==> src/sv/hdlc_txf_pkg.sv <==
// package for the hdlc transmit framer: queue entry type, back-end states,
// line constants and the crc-16 step function; no dependencies
package hdlc_txf_pkg;

    // line and fcs constants
    localparam logic [7:0]  FLAG_BYTE  = 8'h7E;
    localparam logic [15:0] CRC_POLY   = 16'h1021;
    localparam logic [15:0] CRC_PRESET = 16'hFFFF;

    // bit counter covers the sixteen fcs bits plus one stuffed zero
    localparam int CNT_W = 5;
    localparam logic [CNT_W-1:0] DATA_LAST_BIT = 5'd7;
    localparam logic [CNT_W-1:0] DATA_BITS     = 5'd8;
    localparam logic [CNT_W-1:0] FCS_LAST_BIT  = 5'd15;
    localparam logic [CNT_W-1:0] FCS_BITS      = 5'd16;

    // a stuffed zero follows a one sent while this many ones are already counted
    localparam logic [2:0] ONES_BEFORE_STUFF = 3'd4;

    localparam int QUEUE_DEPTH_DEF = 2;

    typedef struct packed {
        logic [7:0] data;
        logic       last;
        logic       opens;
    } txf_entry_t;

    typedef enum logic [2:0] {
        ST_IDLE,
        ST_OPEN,
        ST_DATA,
        ST_FCS,
        ST_CLOSE
    } txf_state_t;

    function automatic logic [15:0] crc_step(input logic [15:0] crc, input logic bit_in);
        logic fb;
        fb = crc[15] ^ bit_in;
        crc_step = {crc[14:0], 1'b0} ^ (fb ? CRC_POLY : 16'h0000);
    endfunction

endpackage

==> src/sv/hdlc_txf_front.sv <==
// front end of the hdlc transmit framer: accepts items, marks frame openers
// and holds them in a short queue; depends on hdlc_txf_pkg
module hdlc_txf_front
    import hdlc_txf_pkg::*;
#(
    parameter int QUEUE_DEPTH = QUEUE_DEPTH_DEF
)
(
    input  logic       clk,
    input  logic       rst_n,
    input  logic       in_valid,
    output logic       in_stall,
    input  logic [7:0] data_byte,
    input  logic       last_byte,
    output logic       q_valid,
    output txf_entry_t q_entry,
    input  logic       q_pop
);

    localparam int PTR_W = (QUEUE_DEPTH > 1) ? $clog2(QUEUE_DEPTH) : 1;
    localparam int CNT_QW = $clog2(QUEUE_DEPTH + 1);
    localparam logic [PTR_W-1:0]  PTR_LAST = PTR_W'(QUEUE_DEPTH - 1);
    localparam logic [CNT_QW-1:0] FULL_CNT = CNT_QW'(QUEUE_DEPTH);

    txf_entry_t mem [QUEUE_DEPTH];

    logic [PTR_W-1:0]  wr_ptr_reg, wr_ptr_next;
    logic [PTR_W-1:0]  rd_ptr_reg, rd_ptr_next;
    logic [CNT_QW-1:0] count_reg, count_next;
    logic              in_frame_reg, in_frame_next;
    logic              push;
    logic              pop;

    assign in_stall = (count_reg == FULL_CNT);
    assign push     = in_valid && !in_stall;
    assign q_valid  = (count_reg != '0);
    assign pop      = q_pop && q_valid;
    assign q_entry  = mem[rd_ptr_reg];

    always_comb
    begin
        wr_ptr_next   = wr_ptr_reg;
        rd_ptr_next   = rd_ptr_reg;
        count_next    = count_reg;
        in_frame_next = in_frame_reg;
        if (push)
        begin
            wr_ptr_next   = (wr_ptr_reg == PTR_LAST) ? '0 : wr_ptr_reg + 1'b1;
            in_frame_next = !last_byte;
        end
        if (pop)
        begin
            rd_ptr_next = (rd_ptr_reg == PTR_LAST) ? '0 : rd_ptr_reg + 1'b1;
        end
        case ({push, pop})
            2'b10:   count_next = count_reg + 1'b1;
            2'b01:   count_next = count_reg - 1'b1;
            default: count_next = count_reg;
        endcase
    end

    always_ff @(posedge clk or negedge rst_n)
    begin
        if (!rst_n)
        begin
            wr_ptr_reg   <= '0;
            rd_ptr_reg   <= '0;
            count_reg    <= '0;
            in_frame_reg <= 1'b0;
        end
        else
        begin
            wr_ptr_reg   <= wr_ptr_next;
            rd_ptr_reg   <= rd_ptr_next;
            count_reg    <= count_next;
            in_frame_reg <= in_frame_next;
        end
    end

    // queue storage, no reset
    always_ff @(posedge clk)
    begin
        if (push)
        begin
            mem[wr_ptr_reg] <= '{data: data_byte, last: last_byte, opens: !in_frame_reg};
        end
    end

endmodule

==> src/sv/hdlc_txf_back.sv <==
// back end of the hdlc transmit framer: flag, data and fcs serializer with
// crc, bit stuffing and an output register; depends on hdlc_txf_pkg
module hdlc_txf_back
    import hdlc_txf_pkg::*;
(
    input  logic       clk,
    input  logic       rst_n,
    input  logic       q_valid,
    input  txf_entry_t q_entry,
    output logic       q_pop,
    output logic       out_valid,
    input  logic       out_stall,
    output logic       line_bit,
    output logic       run_last,
    output logic       frame_end
);

    txf_state_t       state_reg, state_next;
    logic [CNT_W-1:0] cnt_reg, cnt_next;
    logic [7:0]       byte_reg, byte_next;
    logic             last_reg, last_next;
    logic [15:0]      crc_reg, crc_next;
    logic [2:0]       ones_reg, ones_next;
    logic             pend_reg, pend_next;

    logic out_valid_reg, out_valid_next;
    logic line_bit_reg, line_bit_next;
    logic run_last_reg, run_last_next;
    logic frame_end_reg, frame_end_next;

    logic out_free;
    logic emit;
    logic ebit;
    logic erl;
    logic efe;
    logic done;

    assign out_free = !out_valid_reg || !out_stall;

    always_comb
    begin
        state_next = state_reg;
        cnt_next   = cnt_reg;
        byte_next  = byte_reg;
        last_next  = last_reg;
        crc_next   = crc_reg;
        ones_next  = ones_reg;
        pend_next  = pend_reg;
        q_pop      = 1'b0;
        emit       = 1'b0;
        ebit       = 1'b0;
        erl        = 1'b0;
        efe        = 1'b0;
        done       = 1'b0;
        case (state_reg)
            ST_IDLE:
            begin
                if (q_valid)
                begin
                    q_pop     = 1'b1;
                    byte_next = q_entry.data;
                    last_next = q_entry.last;
                    cnt_next  = '0;
                    pend_next = 1'b0;
                    if (q_entry.opens)
                    begin
                        state_next = ST_OPEN;
                        crc_next   = CRC_PRESET;
                        ones_next  = '0;
                    end
                    else
                    begin
                        state_next = ST_DATA;
                    end
                end
            end
            ST_OPEN, ST_CLOSE:
            begin
                if (out_free)
                begin
                    emit     = 1'b1;
                    ebit     = FLAG_BYTE[3'd7 - cnt_reg[2:0]];
                    cnt_next = cnt_reg + 1'b1;
                    if (cnt_reg == DATA_LAST_BIT)
                    begin
                        cnt_next = '0;
                        if (state_reg == ST_OPEN)
                        begin
                            state_next = ST_DATA;
                        end
                        else
                        begin
                            // frame closed: back to reset state
                            efe        = 1'b1;
                            erl        = 1'b1;
                            state_next = ST_IDLE;
                            crc_next   = CRC_PRESET;
                            ones_next  = '0;
                        end
                    end
                end
            end
            ST_DATA, ST_FCS:
            begin
                if (out_free)
                begin
                    emit = 1'b1;
                    if (pend_reg)
                    begin
                        // stuffed zero
                        ebit      = 1'b0;
                        pend_next = 1'b0;
                        done      = (state_reg == ST_DATA) ? (cnt_reg == DATA_BITS)
                                                           : (cnt_reg == FCS_BITS);
                    end
                    else
                    begin
                        cnt_next = cnt_reg + 1'b1;
                        if (state_reg == ST_DATA)
                        begin
                            ebit      = byte_reg[7];
                            byte_next = {byte_reg[6:0], 1'b0};
                            crc_next  = crc_step(crc_reg, byte_reg[7]);
                        end
                        else
                        begin
                            ebit     = crc_reg[15];
                            crc_next = {crc_reg[14:0], 1'b0};
                        end
                        if (ebit)
                        begin
                            if (ones_reg == ONES_BEFORE_STUFF)
                            begin
                                pend_next = 1'b1;
                                ones_next = '0;
                            end
                            else
                            begin
                                ones_next = ones_reg + 1'b1;
                            end
                        end
                        else
                        begin
                            ones_next = '0;
                        end
                        done = ((state_reg == ST_DATA) ? (cnt_reg == DATA_LAST_BIT)
                                                       : (cnt_reg == FCS_LAST_BIT))
                               && !pend_next;
                    end
                    if (done)
                    begin
                        cnt_next = '0;
                        if (state_reg == ST_FCS)
                        begin
                            state_next = ST_CLOSE;
                        end
                        else if (last_reg)
                        begin
                            state_next = ST_FCS;
                        end
                        else
                        begin
                            erl        = 1'b1;
                            state_next = ST_IDLE;
                        end
                    end
                end
            end
            default:
            begin
                state_next = ST_IDLE;
            end
        endcase
    end

    always_comb
    begin
        out_valid_next = out_valid_reg;
        line_bit_next  = line_bit_reg;
        run_last_next  = run_last_reg;
        frame_end_next = frame_end_reg;
        if (emit)
        begin
            out_valid_next = 1'b1;
            line_bit_next  = ebit;
            run_last_next  = erl;
            frame_end_next = efe;
        end
        else if (!out_stall)
        begin
            out_valid_next = 1'b0;
        end
    end

    always_ff @(posedge clk or negedge rst_n)
    begin
        if (!rst_n)
        begin
            state_reg     <= ST_IDLE;
            cnt_reg       <= '0;
            crc_reg       <= CRC_PRESET;
            ones_reg      <= '0;
            pend_reg      <= 1'b0;
            out_valid_reg <= 1'b0;
        end
        else
        begin
            state_reg     <= state_next;
            cnt_reg       <= cnt_next;
            crc_reg       <= crc_next;
            ones_reg      <= ones_next;
            pend_reg      <= pend_next;
            out_valid_reg <= out_valid_next;
        end
    end

    // payload registers, no reset
    always_ff @(posedge clk)
    begin
        byte_reg      <= byte_next;
        last_reg      <= last_next;
        line_bit_reg  <= line_bit_next;
        run_last_reg  <= run_last_next;
        frame_end_reg <= frame_end_next;
    end

    assign out_valid = out_valid_reg;
    assign line_bit  = line_bit_reg;
    assign run_last  = run_last_reg;
    assign frame_end = frame_end_reg;

endmodule

==> src/sv/hdlc_transmit_framer_unit.sv <==
// top level of the hdlc transmit framer (crc-16/ccitt fcs, bit stuffing)
// depends on hdlc_txf_pkg, hdlc_txf_front and hdlc_txf_back
//
//   channel | direction | handshake            | payload
//   --------+-----------+----------------------+-----------------------------
//   in      | input     | in_valid, in_stall   | data_byte[7:0], last_byte
//   out     | output    | out_valid, out_stall | line_bit, run_last, frame_end
//
// at most one line bit leaves per cycle, none while out_stall holds it; a byte is
// loaded into the serializer, then sends its 8 data bits and up to two stuffed zeros
// a frame opener adds an 8-bit opening flag, a last byte adds 16 fcs bits, their
// stuffed zeros and an 8-bit closing flag; the serializer sets the pace
// reset (rst_n, async, low) empties the queue and returns to between frames
// out_stall freezes the output register and serializer while out_valid is high;
// in_stall rises only when the item queue is full
module hdlc_transmit_framer_unit
    import hdlc_txf_pkg::*;
#(
    parameter int QUEUE_DEPTH = QUEUE_DEPTH_DEF
)
(
    input  logic       clk,
    input  logic       rst_n,
    input  logic       in_valid,
    output logic       in_stall,
    input  logic [7:0] data_byte,
    input  logic       last_byte,
    output logic       out_valid,
    input  logic       out_stall,
    output logic       line_bit,
    output logic       run_last,
    output logic       frame_end
);

    // queued item with its frame-opener mark from the front end
    txf_entry_t q_entry;
    logic       q_valid;
    logic       q_pop;

    // front: accepts items, tracks frame boundaries, buffers them
    hdlc_txf_front #(
        .QUEUE_DEPTH (QUEUE_DEPTH)
    ) u_front (
        .clk       (clk),
        .rst_n     (rst_n),
        .in_valid  (in_valid),
        .in_stall  (in_stall),
        .data_byte (data_byte),
        .last_byte (last_byte),
        .q_valid   (q_valid),
        .q_entry   (q_entry),
        .q_pop     (q_pop)
    );

    // back: flags, data bits with crc and stuffing, fcs, closing flag
    hdlc_txf_back u_back (
        .clk       (clk),
        .rst_n     (rst_n),
        .q_valid   (q_valid),
        .q_entry   (q_entry),
        .q_pop     (q_pop),
        .out_valid (out_valid),
        .out_stall (out_stall),
        .line_bit  (line_bit),
        .run_last  (run_last),
        .frame_end (frame_end)
    );

endmodule

==> config.mk <==
export PLATFORM = sky130hd
export DESIGN_NAME = hdlc_transmit_framer_unit
export DESIGN_NICKNAME = d
export VERILOG_FILES = /design/src/sv/hdlc_txf_pkg.sv /design/src/sv/hdlc_txf_front.sv /design/src/sv/hdlc_txf_back.sv /design/src/sv/hdlc_transmit_framer_unit.sv
export SDC_FILE = /design/constraint.sdc
export NUM_CORES = 1
export LEC_CHECK = 0
export BUFFER_PORTS_ARGS = -buffer_cell sky130_fd_sc_hd__buf_2
export CAP_MARGIN = 10
export CORE_UTILIZATION = 60
export CTS_CLUSTER_SIZE = 14
export DETAILED_ROUTE_END_ITERATION = 10
export PLACE_DENSITY = 0.79
export SYNTH_ARGS = -nofsm -noshare
export SYNTH_HDL_FRONTEND = slang
export SYNTH_HIERARCHICAL = 1
export SYNTH_SLANG_ARGS = --single-unit
==> constraint.sdc <==
create_clock -name clk -period 2.5 [get_ports clk]
set_clock_uncertainty 0.15 [all_clocks]
set_input_delay 0.25 -clock clk [delete_from_list [all_inputs] [get_ports clk]]
set_output_delay 0.25 -clock clk [all_outputs]
set_load 0.1 [all_outputs]
==> flow_summary.rst <==
.. list-table::
   :header-rows: 1

   * - Metric
     - Value
   * - Outcome
     - finished clean
   * - Layout-stage area growth over the synthesis result
     - 13.3%
   * - Via density per instance
     - 5.30
   * - Worst setup SP type
     - register
   * - Average size of a mapped cell
     - 11.3 sq um
   * - Deepest level of the CTS H-tree
     - 3
   * - Critical path capture point type
     - register
   * - Overall power
     - slightly above 5 mW
   * - Number of buffers added to fix hold violations after cts
     - 11
   * - Detail Route Antenna Nets
     - 0
   * - Final non-filler cell total
     - 401
   * - Cell Count Post-Placement
     - approximately 370
   * - Number of flops mapped to enable cells by yosys
     - 32
   * - Dominant synthesized flop cell
     - edfxtp_1
   * - NumNets Final
     - between 300 and 400
   * - Clock buffer count from CTS
     - 9
   * - Launch instance of the worst min-delay path
     - in_valid
   * - DR WL/cell
     - roughly 14 um
   * - Global Route Usage Sum
     - between 20% and 30%
   * - Core Region
     - roughly 5200 sq um
   * - Finished layout cell area
     - roughly 3700 sq um
   * - Placed wire-length estimate
     - roughly 3700 um
   * - CP max-delay cell
     - dfrtp_1
   * - Cell occurring most often along the worst timing path
     - ha_1
   * - Number of global-route vias before repair
     - 2031
   * - RSZ-0062 raised after global routing
     - no
   * - Overall routed net length
     - 5690 um
   * - Type of the setup path with the least slack
     - reg -> reg
   * - Syn nets
     - 310
   * - Clock tree from TritonCTS
     - built
   * - DRC errors left
     - 0
   * - Min-Delay Endpoint
     - u_front/wr_ptr_reg
   * - Remaining global-route overflow
     - 0
   * - Initial Utilization
     - 63.3%
   * - Number of different library cells in the post-synthesis netlist
     - 55
   * - Library cell occupying the most area in the post-synthesis netlist
     - edfxtp_1
   * - Maximum achievable frequency
     - ~460 MHz
   * - CTS root buffer
     - clkbuf_8
   * - Flip-flop count of the largest register after layout
     - 20
   * - Slew of the pin with the lowest slew margin
     - 0.742 ns
   * - Number of ports placed on the die boundary
     - 18
   * - Normalized max-slew margin
     - 50.5%
   * - CTS sink count
     - 66
   * - Final critical delay including setup and external delays
     - ~2.2 ns
   * - Synth Instances
     - 290
   * - Worst reg2reg endpoint
     - u_back/cnt_reg[1]
   * - Number of cells upsized or downsized after cts
     - 0
   * - Number of max-cap violations
     - 0
   * - Cell Chain, Critical Path
     - ha_1 > and3_1 > ha_1 > a311o_1 > a21oi_2 > and2_1 > a22o_1
   * - Setup slack of the worst register-to-register path
     - between 0.3 and 0.4 ns
   * - Most used cells in the layout excluding fill and tap cells
     - nand2_1 (49), edfxtp_1 (32), nor2_1 (27), o21ai_1 (21), dfrtp_1 (18)
   * - Number of antenna violations at the first check in global routing
     - 0
   * - Antenna diode count
     - 0
   * - Yosys warnings
     - 6
   * - Post-layout utilization of the core
     - 71.7%
   * - WHS Path Cells
     - 3
   * - Row count
     - 26
   * - Delay of the slowest cell on the worst path
     - 0.44 ns
   * - Timing startpoint of the critical path
     - u_back/cnt_reg[0]
   * - Depth of the most critical reg-to-reg path
     - 7
   * - Most common cell after layout, fill and taps aside
     - nand2_1
   * - Detailed-routing iteration count for the pre-antenna-repair pass
     - 4
   * - Endpoint arrival time on the critical path
     - 2.31 ns
   * - Total power density per cell area
     - 1400 nW/um^2
   * - Largest fanout on the critical path
     - 6
   * - Largest net degree at the start of global routing
     - 35
   * - DR vias
     - between 2000 and 2500
   * - Area after DPL
     - 3440 sq um
   * - Setup-failing EPs final
     - 0
   * - Top-area cell type share of the netlist area
     - 29.4%
   * - Critical path data required time
     - 2.63 ns
   * - Global placer's final weighted congestion
     - 0.894
   * - Final worst path period share
     - around 87%
   * - Hold Fails Final Rpt
     - 0
   * - Number of DRC violations after detailed-routing iteration 0
     - 95
   * - Startpoint of the worst register-to-register path
     - u_back/cnt_reg[0]
   * - Total standard cell area after synthesis
     - roughly 3300 sq um
   * - Count of buffers from port buffering
     - 17
   * - Type of the worst min-delay path
     - in -> reg
   * - Clock latency at the later pin of the worst-skew pair
     - 0.34 ns
   * - Die Height
     - around 76 um
   * - First-pass GRT wire length
     - a little over 9000 um
   * - Leak Pwr
     - between 1.5 and 2 nW
   * - Final Max Slew Viols
     - 0
   * - Sequential share of the synthesized area
     - 56.0%
   * - Max Buffers Root-to-Sink
     - 2
   * - Total die area
     - 5750 sq um
   * - Post CTS Setup Buffer Count
     - 0
   * - Clock-pin slew on the worst setup and hold paths
     - 0.07 ns
   * - Proportion of layout cells with a drive suffix above 1
     - 26.6%
   * - Horizontal extent of the die
     - about 76 um
   * - Worst VDD drop
     - 0.000829 V
   * - Total negative slack
     - 0 ns
   * - Cells taking the most area after synthesis
     - edfxtp_1 (29%), dfrtp_1 (14%), dfstp_2 (13%)
   * - Synthesis-stage register bit count
     - 66
   * - Share of async-settable or async-resettable flops after synthesis
     - 51.5%
-- worst max-delay path by stage --
stage / end / slack (ns) / cells past startpoint
floorplan: u_back/ones_reg[0] / 0.19 / 8
global placement: u_back/cnt_reg[3] / 0.39 / 7
detailed placement: u_back/cnt_reg[1] / 0.32 / 7
CTS: u_back/cnt_reg[1] / 0.31 / 7
global route: u_back/cnt_reg[1] / 0.19 / 7
finish: u_back/cnt_reg[1] / 0.32 / 7
-- layout make-up --
class	count	area [sq um]
Clock buffer	9	124
Inverter	12	45.0
Fill cell	373	1460
Tap cell	70	87.6
Timing Repair Buffer	40	285
Clock inverter	7	36.3
Sequential cell	66	1830
Multi-Input combinational cell	197	1300
-- cell usage after synthesis, types with 4 or more instances --
master and n:
dfstp_2 16, mux2i_1 5, a21oi_1 6, nand2_1 49, nand3_1 6, xnor2_1 7
nor2_1 27, dfrtp_1 18, buf_6 5, nor3_1 5, nand2b_1 4, ha_1 7
clkbuf_1 5, inv_1 12, edfxtp_1 32, mux2_2 10, o21ai_1 21
-- report_power, final --
group	total (mW)	switching (mW)	leakage [nW]	internal, mW
Combinational	2.40	1.47	0.733	0.935
Sequential	2.04	0.283	0.698	1.76
Clock	0.746	0.399	0.0860	0.347
-- logic make-up (layout without fill, tap and decap cells) --
kind of cell	count (synthesis)	count (layout)	share of synthesized area [%]
DFF	66	66	56.0
and+or+nand+nor	111	111	16.7
AOI/OAI and AO/OA	52	52	11.5
adders and majority gates	7	7	2.68
buffers and inverters	27	68	4.66
xor gates and xnor gates	10	10	2.91
muxes	17	17	5.66
-- metrics by stage --
stage | hold slack, ns | worst slack, ns
floorplan | -0.196 | 0.191
global placement | 0.214 | 0.389
detailed placement | 0.218 | 0.320
CTS | 0.0858 | 0.308
global route | 0.121 | 0.186
finish | 0.0928 | 0.320
-- critical path: cells and delay by family (launching register included) --
kind | cells | cell delay (ns)
simple gates | 2 | 0.37
flops | 1 | 0.44
compound gates | 3 | 0.70
fa+ha+maj | 2 | 0.46
-- per-layer routing --
| metal | track usage [%] | up-vias | part of all wire, % |
|---|---|---|---|
| li1 | - | 1082 | - |
| met1 | 28.1 | 1004 | 45 |
| met2 | 38.4 | 30 | 51 |
| met3 | 4.23 | 9 | 2.4 |
| met4 | 11.3 | 0 | 1.9 |
| met5 | 0 | - | 0 |
Power figures use the tool's default switching activity.
